===== src/sv/mbsp_pkg.sv =====
// shared constants, message type and decode helpers for the midi byte stream parser
`default_nettype none
package mbsp_pkg;

   localparam int BYTE_W = 8;
   localparam int DATA_W = 7;
   localparam int CHAN_W = 4;
   localparam int CNT_W  = 2;

   localparam logic [BYTE_W-1:0] ST_REALTIME_MIN = 8'hF8;
   localparam logic [BYTE_W-1:0] ST_SYSEX_START  = 8'hF0;
   localparam logic [BYTE_W-1:0] ST_SYSEX_END    = 8'hF7;
   localparam logic [BYTE_W-1:0] ST_SONG_POS     = 8'hF2;
   localparam logic [BYTE_W-1:0] ST_TIME_CODE    = 8'hF1;
   localparam logic [BYTE_W-1:0] ST_SONG_SEL     = 8'hF3;
   localparam logic [BYTE_W-1:0] ST_SYSTEM_MIN   = 8'hF0;
   localparam logic [BYTE_W-1:0] ST_COMMON_MIN   = 8'hF1;
   localparam logic [BYTE_W-1:0] ST_NONE         = 8'h00;

   localparam logic [3:0] HI_PROG_CHANGE = 4'hC;
   localparam logic [3:0] HI_CHAN_PRESS  = 4'hD;
   localparam logic [3:0] HI_VOICE_MIN   = 4'h8;
   localparam logic [3:0] HI_VOICE_MAX   = 4'hE;

   typedef struct packed {
      logic [BYTE_W-1:0] msg_status;
      logic [BYTE_W-1:0] msg_kind;
      logic [CHAN_W-1:0] msg_channel;
      logic [DATA_W-1:0] first_data;
      logic [DATA_W-1:0] second_data;
   } msg_type;

   // data bytes a channel-voice status asks for
   function automatic logic [CNT_W-1:0] voice_need(input logic [BYTE_W-1:0] st);
      logic [3:0] hi;
      hi = st[7:4];
      if (hi == HI_PROG_CHANGE || hi == HI_CHAN_PRESS) begin
         voice_need = 2'd1;
      end else if (hi >= HI_VOICE_MIN && hi <= HI_VOICE_MAX) begin
         voice_need = 2'd2;
      end else begin
         voice_need = 2'd0;
      end
   endfunction

   // data bytes a system common status asks for
   function automatic logic [CNT_W-1:0] common_need(input logic [BYTE_W-1:0] st);
      if (st == ST_SONG_POS) begin
         common_need = 2'd2;
      end else if (st == ST_TIME_CODE || st == ST_SONG_SEL) begin
         common_need = 2'd1;
      end else begin
         common_need = 2'd0;
      end
   endfunction

   function automatic msg_type build_msg(input logic [BYTE_W-1:0] st,
                                         input logic [DATA_W-1:0] d0,
                                         input logic [DATA_W-1:0] d1);
      msg_type m;
      m.msg_status = st;
      if (st >= ST_SYSTEM_MIN) begin
         m.msg_kind    = st;
         m.msg_channel = '0;
      end else begin
         m.msg_kind    = {st[7:4], 4'h0};
         m.msg_channel = st[3:0];
      end
      m.first_data  = d0;
      m.second_data = d1;
      build_msg = m;
   endfunction

endpackage
`default_nettype wire


===== src/sv/mbsp_req_if.sv =====
// byte input channel interface
`default_nettype none
interface mbsp_req_if;
   logic                         valid;
   logic                         ready;
   logic [mbsp_pkg::BYTE_W-1:0]  rx_byte;

   modport source (output valid, output rx_byte, input ready);
   modport sink   (input valid, input rx_byte, output ready);
endinterface
`default_nettype wire


===== src/sv/mbsp_rsp_if.sv =====
// message output channel interface
`default_nettype none
interface mbsp_rsp_if;
   logic                         valid;
   logic                         ready;
   logic [mbsp_pkg::BYTE_W-1:0]  msg_status;
   logic [mbsp_pkg::BYTE_W-1:0]  msg_kind;
   logic [mbsp_pkg::CHAN_W-1:0]  msg_channel;
   logic [mbsp_pkg::DATA_W-1:0]  first_data;
   logic [mbsp_pkg::DATA_W-1:0]  second_data;

   modport source (output valid, output msg_status, output msg_kind, output msg_channel,
                   output first_data, output second_data, input ready);
   modport sink   (input valid, input msg_status, input msg_kind, input msg_channel,
                   input first_data, input second_data, output ready);
endinterface
`default_nettype wire


===== src/sv/mbsp_in_stage.sv =====
// input register stage holding one received byte
`default_nettype none
module mbsp_in_stage (
   input  wire logic                        clock,
   input  wire logic                        reset,
   mbsp_req_if.sink                         req_if,
   input  wire logic                        advance,
   output      logic                        byte_valid,
   output      logic [mbsp_pkg::BYTE_W-1:0] byte_data
);
   import mbsp_pkg::*;

   logic              valid_ff, valid_in;
   logic [BYTE_W-1:0] byte_ff, byte_in;
   logic              take;

   assign req_if.ready = !valid_ff || advance;
   assign take         = req_if.valid && req_if.ready;

   always_comb begin
      valid_in = valid_ff;
      byte_in  = byte_ff;
      if (take) begin
         valid_in = 1'b1;
         byte_in  = req_if.rx_byte;
      end else if (advance) begin
         valid_in = 1'b0;
      end
   end

   always_ff @(posedge clock) begin
      if (reset) begin
         valid_ff <= 1'b0;
      end else begin
         valid_ff <= valid_in;
      end
      byte_ff <= byte_in;
   end

   assign byte_valid = valid_ff;
   assign byte_data  = byte_ff;
endmodule
`default_nettype wire


===== src/sv/mbsp_parse.sv =====
// parser state and byte classification, one byte per cycle while advance is high
`default_nettype none
module mbsp_parse (
   input  wire logic                        clock,
   input  wire logic                        reset,
   input  wire logic                        advance,
   input  wire logic [mbsp_pkg::BYTE_W-1:0] byte_data,
   output      logic                        emit,
   output      mbsp_pkg::msg_type           msg
);
   import mbsp_pkg::*;

   logic [BYTE_W-1:0] running_ff, running_in;
   logic [BYTE_W-1:0] current_ff, current_in;
   logic [CNT_W-1:0]  have_ff, have_in;
   logic [CNT_W-1:0]  need_ff, need_in;
   logic              sysex_ff, sysex_in;
   logic [DATA_W-1:0] hold0_ff, hold0_in;
   logic [DATA_W-1:0] hold1_ff, hold1_in;

   always_comb begin
      logic [BYTE_W-1:0] st;
      logic [CNT_W-1:0]  h;
      logic [CNT_W-1:0]  n;
      logic [CNT_W-1:0]  h_next;
      logic              go;
      logic [CNT_W-1:0]  cn;

      running_in = running_ff;
      current_in = current_ff;
      have_in    = have_ff;
      need_in    = need_ff;
      sysex_in   = sysex_ff;
      hold0_in   = hold0_ff;
      hold1_in   = hold1_ff;
      emit       = 1'b0;
      msg        = build_msg(ST_NONE, '0, '0);
      st         = current_ff;
      h          = have_ff;
      n          = need_ff;
      h_next     = '0;
      go         = 1'b1;
      cn         = common_need(byte_data);

      if (byte_data >= ST_REALTIME_MIN) begin
         // real-time passes straight out, state untouched
         emit = 1'b1;
         msg  = build_msg(byte_data, '0, '0);
      end else if (byte_data[7]) begin
         if (byte_data == ST_SYSEX_START || byte_data == ST_SYSEX_END) begin
            sysex_in   = (byte_data == ST_SYSEX_START);
            running_in = ST_NONE;
            current_in = ST_NONE;
         end else if (byte_data >= ST_COMMON_MIN) begin
            sysex_in   = 1'b0;
            running_in = ST_NONE;
            have_in    = '0;
            need_in    = cn;
            if (cn == '0) begin
               current_in = ST_NONE;
               emit       = 1'b1;
               msg        = build_msg(byte_data, hold0_ff, hold1_ff);
            end else begin
               current_in = byte_data;
            end
         end else begin
            sysex_in   = 1'b0;
            running_in = byte_data;
            current_in = byte_data;
            have_in    = '0;
            need_in    = voice_need(byte_data);
         end
      end else if (!sysex_ff) begin
         if (current_ff == ST_NONE) begin
            if (running_ff == ST_NONE) begin
               go = 1'b0;
            end else begin
               st = running_ff;
               h  = '0;
               n  = voice_need(running_ff);
            end
         end
         if (go) begin
            if (h[0]) begin
               hold1_in = byte_data[DATA_W-1:0];
            end else begin
               hold0_in = byte_data[DATA_W-1:0];
            end
            h_next     = h + 2'd1;
            current_in = st;
            need_in    = n;
            have_in    = h_next;
            if (h_next >= n) begin
               emit       = 1'b1;
               msg        = build_msg(st, hold0_in, hold1_in);
               have_in    = '0;
               current_in = (st >= ST_SYSTEM_MIN) ? ST_NONE : running_ff;
            end
         end
      end
   end

   always_ff @(posedge clock) begin
      if (reset) begin
         running_ff <= ST_NONE;
         current_ff <= ST_NONE;
         have_ff    <= '0;
         need_ff    <= '0;
         sysex_ff   <= 1'b0;
         hold0_ff   <= '0;
         hold1_ff   <= '0;
      end else if (advance) begin
         running_ff <= running_in;
         current_ff <= current_in;
         have_ff    <= have_in;
         need_ff    <= need_in;
         sysex_ff   <= sysex_in;
         hold0_ff   <= hold0_in;
         hold1_ff   <= hold1_in;
      end
   end
endmodule
`default_nettype wire


===== src/sv/mbsp_out_reg.sv =====
// result register driving the message channel
`default_nettype none
module mbsp_out_reg (
   input  wire logic              clock,
   input  wire logic              reset,
   input  wire logic              load,
   input  wire mbsp_pkg::msg_type msg,
   output      logic              free,
   mbsp_rsp_if.source             rsp_if
);
   import mbsp_pkg::*;

   logic    valid_ff, valid_in;
   msg_type msg_ff, msg_in;

   assign free = !valid_ff || rsp_if.ready;

   always_comb begin
      valid_in = valid_ff && !rsp_if.ready;
      msg_in   = msg_ff;
      if (load) begin
         valid_in = 1'b1;
         msg_in   = msg;
      end
   end

   always_ff @(posedge clock) begin
      if (reset) begin
         valid_ff <= 1'b0;
      end else begin
         valid_ff <= valid_in;
      end
      msg_ff <= msg_in;
   end

   assign rsp_if.valid       = valid_ff;
   assign rsp_if.msg_status  = msg_ff.msg_status;
   assign rsp_if.msg_kind    = msg_ff.msg_kind;
   assign rsp_if.msg_channel = msg_ff.msg_channel;
   assign rsp_if.first_data  = msg_ff.first_data;
   assign rsp_if.second_data = msg_ff.second_data;
endmodule
`default_nettype wire


===== src/sv/midi_byte_stream_parser_core.sv =====
// midi byte stream parser with running status, sysex filtering and real-time pass-through
// a word accepted into the input register reaches the result port through the result
// register, if it makes a message; the result register is loaded only when it has room
// throughput: one byte word per cycle while the result port keeps up; a message left waiting
// holds the registered byte, so the input takes at most one more word until it is taken
// reset (synchronous, active high) clears running status, sysex flag, counts, stored data
// and both stage valids; nothing is in flight afterwards
`default_nettype none
module midi_byte_stream_parser_core (
   input  wire logic  clock,
   input  wire logic  reset,
   mbsp_req_if.sink   req_if,
   mbsp_rsp_if.source rsp_if
);
   import mbsp_pkg::*;

   logic              byte_valid;
   logic [BYTE_W-1:0] byte_data;
   logic              out_free;
   logic              advance;
   logic              emit;
   msg_type           msg;

   // the registered byte moves on once the result register has room for it
   assign advance = byte_valid && out_free;

   // input register stage
   mbsp_in_stage u_in_stage (
      .clock      (clock),
      .reset      (reset),
      .req_if     (req_if),
      .advance    (advance),
      .byte_valid (byte_valid),
      .byte_data  (byte_data)
   );

   // classification and state update, committed only as the byte leaves the stage
   mbsp_parse u_parse (
      .clock     (clock),
      .reset     (reset),
      .advance   (advance),
      .byte_data (byte_data),
      .emit      (emit),
      .msg       (msg)
   );

   // result register; while a finished message waits here the parser holds its byte
   mbsp_out_reg u_out_reg (
      .clock  (clock),
      .reset  (reset),
      .load   (advance && emit),
      .msg    (msg),
      .free   (out_free),
      .rsp_if (rsp_if)
   );
endmodule
`default_nettype wire


===== src/flat_wrapper.sv =====
// flat-port wrapper written by rule: the top's interface ports become plain ports
module midi_byte_stream_parser_core_flat import mbsp_pkg::*;
  (clock, reset, req_if_valid, req_if_rx_byte, req_if_ready, rsp_if_valid, rsp_if_msg_status, rsp_if_msg_kind, rsp_if_msg_channel, rsp_if_first_data, rsp_if_second_data, rsp_if_ready);
  mbsp_req_if req_if_i ();
  mbsp_rsp_if rsp_if_i ();
  input  wire logic clock;
  input  wire logic reset;
  input wire logic [$bits(req_if_i.valid)-1:0] req_if_valid;
  input wire logic [$bits(req_if_i.rx_byte)-1:0] req_if_rx_byte;
  output wire logic [$bits(req_if_i.ready)-1:0] req_if_ready;
  output wire logic [$bits(rsp_if_i.valid)-1:0] rsp_if_valid;
  output wire logic [$bits(rsp_if_i.msg_status)-1:0] rsp_if_msg_status;
  output wire logic [$bits(rsp_if_i.msg_kind)-1:0] rsp_if_msg_kind;
  output wire logic [$bits(rsp_if_i.msg_channel)-1:0] rsp_if_msg_channel;
  output wire logic [$bits(rsp_if_i.first_data)-1:0] rsp_if_first_data;
  output wire logic [$bits(rsp_if_i.second_data)-1:0] rsp_if_second_data;
  input wire logic [$bits(rsp_if_i.ready)-1:0] rsp_if_ready;
  assign req_if_i.valid = req_if_valid;
  assign req_if_i.rx_byte = req_if_rx_byte;
  assign req_if_ready = req_if_i.ready;
  assign rsp_if_valid = rsp_if_i.valid;
  assign rsp_if_msg_status = rsp_if_i.msg_status;
  assign rsp_if_msg_kind = rsp_if_i.msg_kind;
  assign rsp_if_msg_channel = rsp_if_i.msg_channel;
  assign rsp_if_first_data = rsp_if_i.first_data;
  assign rsp_if_second_data = rsp_if_i.second_data;
  assign rsp_if_i.ready = rsp_if_ready;
  midi_byte_stream_parser_core u_core (.clock(clock), .reset(reset), .req_if(req_if_i), .rsp_if(rsp_if_i));
endmodule

===== config.mk =====
export PLATFORM = sky130hd
export DESIGN_NAME = midi_byte_stream_parser_core_flat
export DESIGN_NICKNAME = d
export VERILOG_FILES = /design/src/sv/mbsp_pkg.sv /design/src/sv/mbsp_req_if.sv /design/src/sv/mbsp_rsp_if.sv /design/src/sv/mbsp_in_stage.sv /design/src/sv/mbsp_parse.sv /design/src/sv/mbsp_out_reg.sv /design/src/sv/midi_byte_stream_parser_core.sv /design/src/flat_wrapper.sv
export SDC_FILE = /design/constraint.sdc
export NUM_CORES = 1
export LEC_CHECK = 0
export BUFFER_PORTS_ARGS = -buffer_cell sky130_fd_sc_hd__buf_2
export CORE_MARGIN = 5
export CORE_UTILIZATION = 30
export DETAILED_ROUTE_END_ITERATION = 8
export PLACE_DENSITY = 0.45
export SLEW_MARGIN = 20
export SYNTH_ARGS = -nofsm -noshare
export SYNTH_HDL_FRONTEND = slang
export SYNTH_SLANG_ARGS = --single-unit

===== constraint.sdc =====
create_clock -name clock -period 4.21 [get_ports clock]
set_input_delay 0.6315 -clock clock [delete_from_list [all_inputs] [get_ports clock]]
set_output_delay 0.6315 -clock clock [all_outputs]
set_load 0.02 [all_outputs]

Word level (Yosys, flattened, before mapping)
Cells that the tools add are included.
- add/sub/neg operators: 1
- order comparisons: 9
- equality and inequality tests: 11
- mux-type cells: 71
- bitwise operators: 3
- reduce and logical (&&, ||, !) cells: 24
- operators with widths (cell ; number):
    two-way mux 34 bit ; 8
    two-way mux 8 bit ; 18
    two-way mux 2 bit ; 25
    equality test 8 bit, second input constant ; 5
    >= comparator 8 bit, second input constant ; 4
    two-way mux 1 bit ; 18
    equality test 4 bit, second input constant ; 4
    logical NOT 8 bit ; 2
    two-way mux 7 bit ; 2
    AND reduction 5 bit ; 2
    >= comparator 4 bit, second input constant ; 2
    <= comparator 4 bit, second input constant ; 2
    logical AND 1 bit ; 6
    logical OR 1 bit ; 6
    AND reduction 4 bit ; 1
    nonzero test 2 bit ; 2
    logical NOT 1 bit ; 3
    inverter 1 bit ; 3
    AND reduction 3 bit ; 1
    adder 2 x 1 -> 2 bit, second input constant ; 1
    >= comparator 2 bit ; 1
    logical NOT 2 bit ; 1
    != test 2 x 1 -> 1 bit, second input constant ; 1
    != test 2 bit, second input constant ; 1
- register bits after elaboration: 79
- input bits: 12
- output and inout port bits: 36
- word-level logic and storage cells: 134

Logic depth before layout (Yosys ltp)
- depth after elaboration: 17
- gate-level depth with buffers: 13
- gate-level depth less buffers: 10

By module
A second synthesis with hierarchy kept.
- cells, all modules: 332
- area, all modules: 3616.0 µm²
- by module, submodules not included (module ; times used ; cells an instance ; area each (µm²) ; seq. area each (µm²)):
    mbsp_parse ; 1 ; 279 ; 2240.9 ; 700.7
    mbsp_out_reg ; 1 ; 38 ; 1067.3 ; 1041.0
    mbsp_in_stage ; 1 ; 13 ; 295.3 ; 260.2
    midi_byte_stream_parser_core ; 1 ; 2 ; 12.5 ; 0.0

Worst setup path before layout
Ideal clock, no wire load.
- kind: reg2reg
- start: reg u_core.u_parse.current_ff[5]
- end: reg u_core.u_out_reg.msg_ff, in the netlist u_core.u_out_reg.rsp_if.first_data[0] (enable)
- setup time: 0.427 ns
- data arrival time: 3.987 ns
- required time: 3.783 ns
- path slack: -0.204 ns
- stages on the path, launching flop included: 13
- buffers on the path: 3
- period minus slack after synthesis: 4.414 ns
- path through: dfxtp_1 -> buf_6 -> or4_4 -> nor2_4 -> buf_6 -> a21boi_0 -> or2_2 -> ha_1 -> nand2b_1 -> a21o_1 -> nand3_1 -> clkbuf_1 -> a21oi_1
- word-level cells in the longest chain between the ends: 13
- elaborated cells between the ends (all ways): 21
- classes of those cells: add/sub (1); order compare (1); mux (17); reduce/logical (2)
- ends and longest elaborated chain (item ; RTL line ; RTL):
    start: declaration ; mbsp_parse.sv:14 ; logic [BYTE_W-1:0] current_ff, current_in;
    start signal: assignment ; mbsp_parse.sv:114 ; current_ff <= current_in;
    logical NOT 8 bit (*) ; mbsp_parse.sv:74 ; if (current_ff == ST_NONE) begin
    two-way mux 2 bit ; mbsp_parse.sv:74 ;
    two-way mux 2 bit ; mbsp_parse.sv:73 ; end else if (!sysex_ff) begin
    two-way mux 2 bit ; mbsp_parse.sv:49 ; end else if (byte_data[7]) begin
    two-way mux 2 bit ; mbsp_parse.sv:45 ; if (byte_data >= ST_REALTIME_MIN) begin
    adder 2 x 1 -> 2 bit ; mbsp_parse.sv:89 ; h_next = h + 2'd1;
    >= comparator 2 bit ; mbsp_parse.sv:93 ; if (h_next >= n) begin
    two-way mux 1 bit ; mbsp_parse.sv:93 ;
    two-way mux 1 bit (*) ; mbsp_parse.sv:83 ; if (go) begin
    two-way mux 1 bit (*) ; mbsp_parse.sv:73 ;
    two-way mux 1 bit (*) ; mbsp_parse.sv:49 ;
    two-way mux 1 bit (*) ; mbsp_parse.sv:45 ;
    logical AND 1 bit (*) ; midi_byte_stream_parser_core.sv:51 ; .load (advance && emit),
    via u_core.u_out_reg.load ; mbsp_out_reg.sv:6 ; input wire logic load,
    end signal: assignment ; mbsp_out_reg.sv:33 ; msg_ff <= msg_in;
    end: declaration ; mbsp_out_reg.sv:14 ; msg_type msg_ff, msg_in;
Mark *: on every way through the listed nets, which the timed path passes. The rest lies on a longest branch. The select of a mux whose other input is x is not followed.
A chain may end at the register's enable or synchronous reset.

Worst setup path in the final report
- start: reg u_core.u_parse.current_ff[0]
- end: reg u_core.u_out_reg.msg_ff, in the netlist u_core.u_out_reg.rsp_if.first_data[6], data pin
- word-level cells in the longest chain between the ends: 11
- elaborated cells between the ends (all ways): 20
- classes of those cells: add/sub (1); order compare (1); mux (17); reduce/logical (1)
- ends and longest elaborated chain (item ; RTL line):
    logical NOT 8 bit (*) ; mbsp_parse.sv:74
    two-way mux 2 bit ; mbsp_parse.sv:74
    two-way mux 2 bit ; mbsp_parse.sv:73
    two-way mux 2 bit ; mbsp_parse.sv:49
    two-way mux 2 bit ; mbsp_parse.sv:45
    adder 2 x 1 -> 2 bit ; mbsp_parse.sv:89
    >= comparator 2 bit ; mbsp_parse.sv:93
    two-way mux 34 bit ; mbsp_parse.sv:93
    two-way mux 34 bit (*) ; mbsp_parse.sv:83
    two-way mux 34 bit (*) ; mbsp_parse.sv:73
    two-way mux 34 bit (*) ; mbsp_parse.sv:49
Mark *: on every way between the ends. The rest lies on a longest branch, timed or not. The select of a mux whose other input is x is not followed.

==> reports/results.ini <==
[yosys]
synthCells = 346
synth_fp_nets = 360
ys_seq_elements = 75
synth_warnings = 0
synth_edf_count = 38
ys_seq_area_frac = 0.520
synthArstFlopShare = 0
synthFlopType = edfxtp_1
yosys.cell_types.count = 64
synth.cell_area_um2 = 3620
syn_area_per_cell_um2 = 10.5

[route]
drtIter0Drc = 251
drc = 0
viasPerCell = 5.36
drt_wl_total_um = 9570
vias = 2888
ant_nets = 0
drt-pass1-iter-count = 5
wl_per_cell_um = 17.8

[clock_tree]
postCtsSetupBuffers = 0
clk_path_buf_depth = 2
post_cts_resized = 0
cts_buffers = 9
hold_buffers = 0
h-tree-depth = 3
clkTransAtPathRegs_ps = 60
cts_root_buf = clkbuf_16
cts_tree = built
insertion_delay_ps = 330
cts.sinks = 75

[worst_hold_path]
min_path_cells = 2
holdPathEnd = u_core.u_parse.need_ff[1]
min_path_type = reg -> reg
hp-start = u_core.u_parse.need_ff[1]

[critical_path]
critPathKind = reg -> reg
start_kind = flip-flop
cp_slowest_stage_delay_ps = 590
cpMostUsedCell = nand2b_1
r2r_slack_ps = 670
crit_slowest_cell = or4_4
required_ps = 4290
crit_fanout = 13
path_cells = or4_4, nor2_4, a21boi_0, or2_2, ha_1, nand2b_1, a21o_1, and4_1, nand2b_1, a22o_1
arrival_ps = 3620
regToRegStartpoint = u_core.u_parse.current_ff[0]
reg2reg_depth = 10
rr_endpoint = u_core.u_out_reg.rsp_if.first_data[6]
critPathCaptureType = flip-flop

[power]
p_per_area_nw_per_um2 = 454
p_total_mw = 1.95
p_leak_nw = 1.52
p_int_mw = 1.43
pwr-share-comb = 0.140
ir_drop_mv = 0.183
p_sw_uw = 523
p_seq_frac = 0.434
clockPowerShare = 0.426
swShare = 0.268

[timing]
hold_viol = 0
fin_crit_ps = 3540
fin_skew_ps = 9.14
slew_headroom = 0.455
drv_slew = 0
fin_crit_sh = 0.842
worst_pin_slew_ps = 810
max_freq_mhz = 282
rsz0062_at_grt = false
setup_viol = 0
tns_ps = 0

[cells_and_area]
n_antenna_cell = 0
drive_above_1_share = 0.237
final_nets = 401
area_growth_pct = 18.7

[die]
die_x_um = 120
std_cell_rows = 40
start_util = 0.304
fp.coreArea_um2 = 11900
ios = 48
die_h_um = 120
fp.dieArea_um2 = 14400

[grt]
grt_overflow = 0
antenna_found_initial = 0
grt_max_degree = 40
grt_usage = 0.136
grt_pass1_wl_um = 15300
grt_pass1_vias = 2784

[placed_design]
place.gp.congestion = 0.899
port_buffers = 47
hpwl_um = 6700

[job]
maxCapViolCount = 0

[run_status]
outcome = finished, final reports clean

worst max-delay path: cells and delay by family (launching register included):
family,cells,cell delay [ps]
and+or+nand+nor,6,2000
adders and majority gates,1,280
AOI/OAI and AO/OA,3,640
DFF,1,360
power by group through the flow:
stage / registers [mW] / clock network, mW / logic, mW
finish: 0.846 / 0.832 / 0.272
global route: 0.851 / 0.895 / 0.299
CTS: 0.846 / 0.855 / 0.274
detailed placement: 0.862 / 0 / 0.273
global placement: 0.861 / 0 / 0.272
floorplan: 0.862 / 0 / 0.200
cell usage in the layout, fill, tap and decap left out, drive strengths merged, types with 3 or more instances in the layout:
master | synthesis | routed
a211oi | 5 | 5
a21boi | 3 | 3
a21o | 4 | 4
a21oi | 24 | 24
a221oi | 3 | 3
a22o | 19 | 19
a311oi | 6 | 6
a32oi | 4 | 4
a41oi | 3 | 3
buf | 13 | 55
clkbuf | 12 | 9
clkinv | 0 | 4
dfxtp | 37 | 37
edfxtp | 38 | 38
inv | 6 | 7
mux2i | 15 | 15
nand2 | 26 | 26
nand2b | 6 | 6
nand3 | 14 | 14
nor2 | 43 | 43
nor3 | 6 | 6
nor4 | 5 | 5
nor4b | 3 | 3
o21ai | 12 | 12
o22ai | 3 | 3
or2 | 3 | 3
final cells by class:
cell class	count	area, um^2
multi-input cells	240	1590
repair buffers	55	295
well taps	147	184
inverters	6	22.5
clock inverters	7	100
flip-flops and latches	75	1880
clock buffers	9	225
fillers	1191	7610
metrics by stage:
stage	cells	setup slack [ps]	hold slack, ps	area, um^2	utilization
3_5_place_dp	523	706	463	3970	0.333
6_report	539	667	474	4300	0.361
3_3_place_gp	523	768	467	3960	0.333
5_1_grt	539	528	467	4300	0.361
4_1_cts	539	703	468	4300	0.361
2_1_floorplan	346	375	441	3620	-
metal layers:
layer	part of all wire	vias up	GRT usage	routed length, um
li1	-	1399	-	-
met1	0.49	1393	0.186	4650
met2	0.45	80	0.209	4330
met3	0.043	16	0.0335	416
met4	0.018	0	0.0494	175
met5	0	-	0	0
worst max-delay path by stage:
stage          cells past startpoint                         start  slack (ps)                               endpoint
4_1_cts                           10  u_core.u_parse.current_ff[0]         700  u_core.u_out_reg.rsp_if.first_data[4]
5_1_grt                           11  u_core.u_parse.current_ff[0]         530  u_core.u_out_reg.rsp_if.msg_status[0]
3_3_place_gp                      10  u_core.u_parse.current_ff[0]         770  u_core.u_out_reg.rsp_if.first_data[2]
6_report                          10  u_core.u_parse.current_ff[0]         670  u_core.u_out_reg.rsp_if.first_data[6]
2_1_floorplan                     12  u_core.u_parse.current_ff[5]         370  u_core.u_out_reg.rsp_if.first_data[0]
3_5_place_dp                      10  u_core.u_parse.current_ff[0]         710  u_core.u_out_reg.rsp_if.first_data[5]
synth_stat cells, types with 4 or more instances:
cell,n,area share
nand2_1,26,0.027
nor2_1,42,0.044
inv_1,6,0.0062
a22o_1,19,0.046
a32oi_1,4,0.0097
mux2i_1,15,0.041
buf_2,4,0.0055
a211oi_1,4,0.0083
buf_4,5,0.010
clkbuf_1,11,0.011
edfxtp_1,38,0.32
nand2b_1,6,0.010
nand3_1,14,0.019
nor3_1,5,0.0069
a311oi_1,6,0.015
a21oi_1,23,0.032
dfxtp_1,37,0.20
o21ai_0,11,0.015
logic make-up (layout without fill, tap and decap cells):
| family | count (synthesis) | count (layout) | synth area share |
|---|---|---|---|
| and+or+nand+nor | 121 | 121 | 0.175 |
| DFF | 75 | 75 | 0.520 |
| muxes | 15 | 15 | 0.0415 |
| AOI/OAI and AO/OA | 101 | 101 | 0.209 |
| xor gates and xnor gates | 1 | 1 | 0.00242 |
| buffers and inverters | 31 | 77 | 0.0453 |
| adders and majority gates | 2 | 2 | 0.00691 |
flip-flops by register name, indices dropped and copies added (netlist names):
| signal | cells |
|---|---|
| u_core.u_in_stage.byte_data | 8 |
| u_core.u_out_reg.rsp_if.msg_status | 8 |
| u_core.u_parse.current_ff | 8 |
| u_core.u_parse.running_ff | 8 |
| u_core.u_out_reg.rsp_if.first_data | 7 |
| u_core.u_out_reg.rsp_if.second_data | 7 |
| u_core.u_parse.hold0_ff | 7 |
| u_core.u_parse.hold1_ff | 7 |
| u_core.u_out_reg.rsp_if.msg_channel | 4 |
| u_core.u_out_reg.rsp_if.msg_kind | 4 |
| u_core.u_parse.have_ff | 2 |
| u_core.u_parse.need_ff | 2 |
| u_core.u_in_stage.byte_valid | 1 |
| u_core.u_out_reg.rsp_if.valid | 1 |
| u_core.u_parse.sysex_ff | 1 |
(Power assumes the default switching activity.)
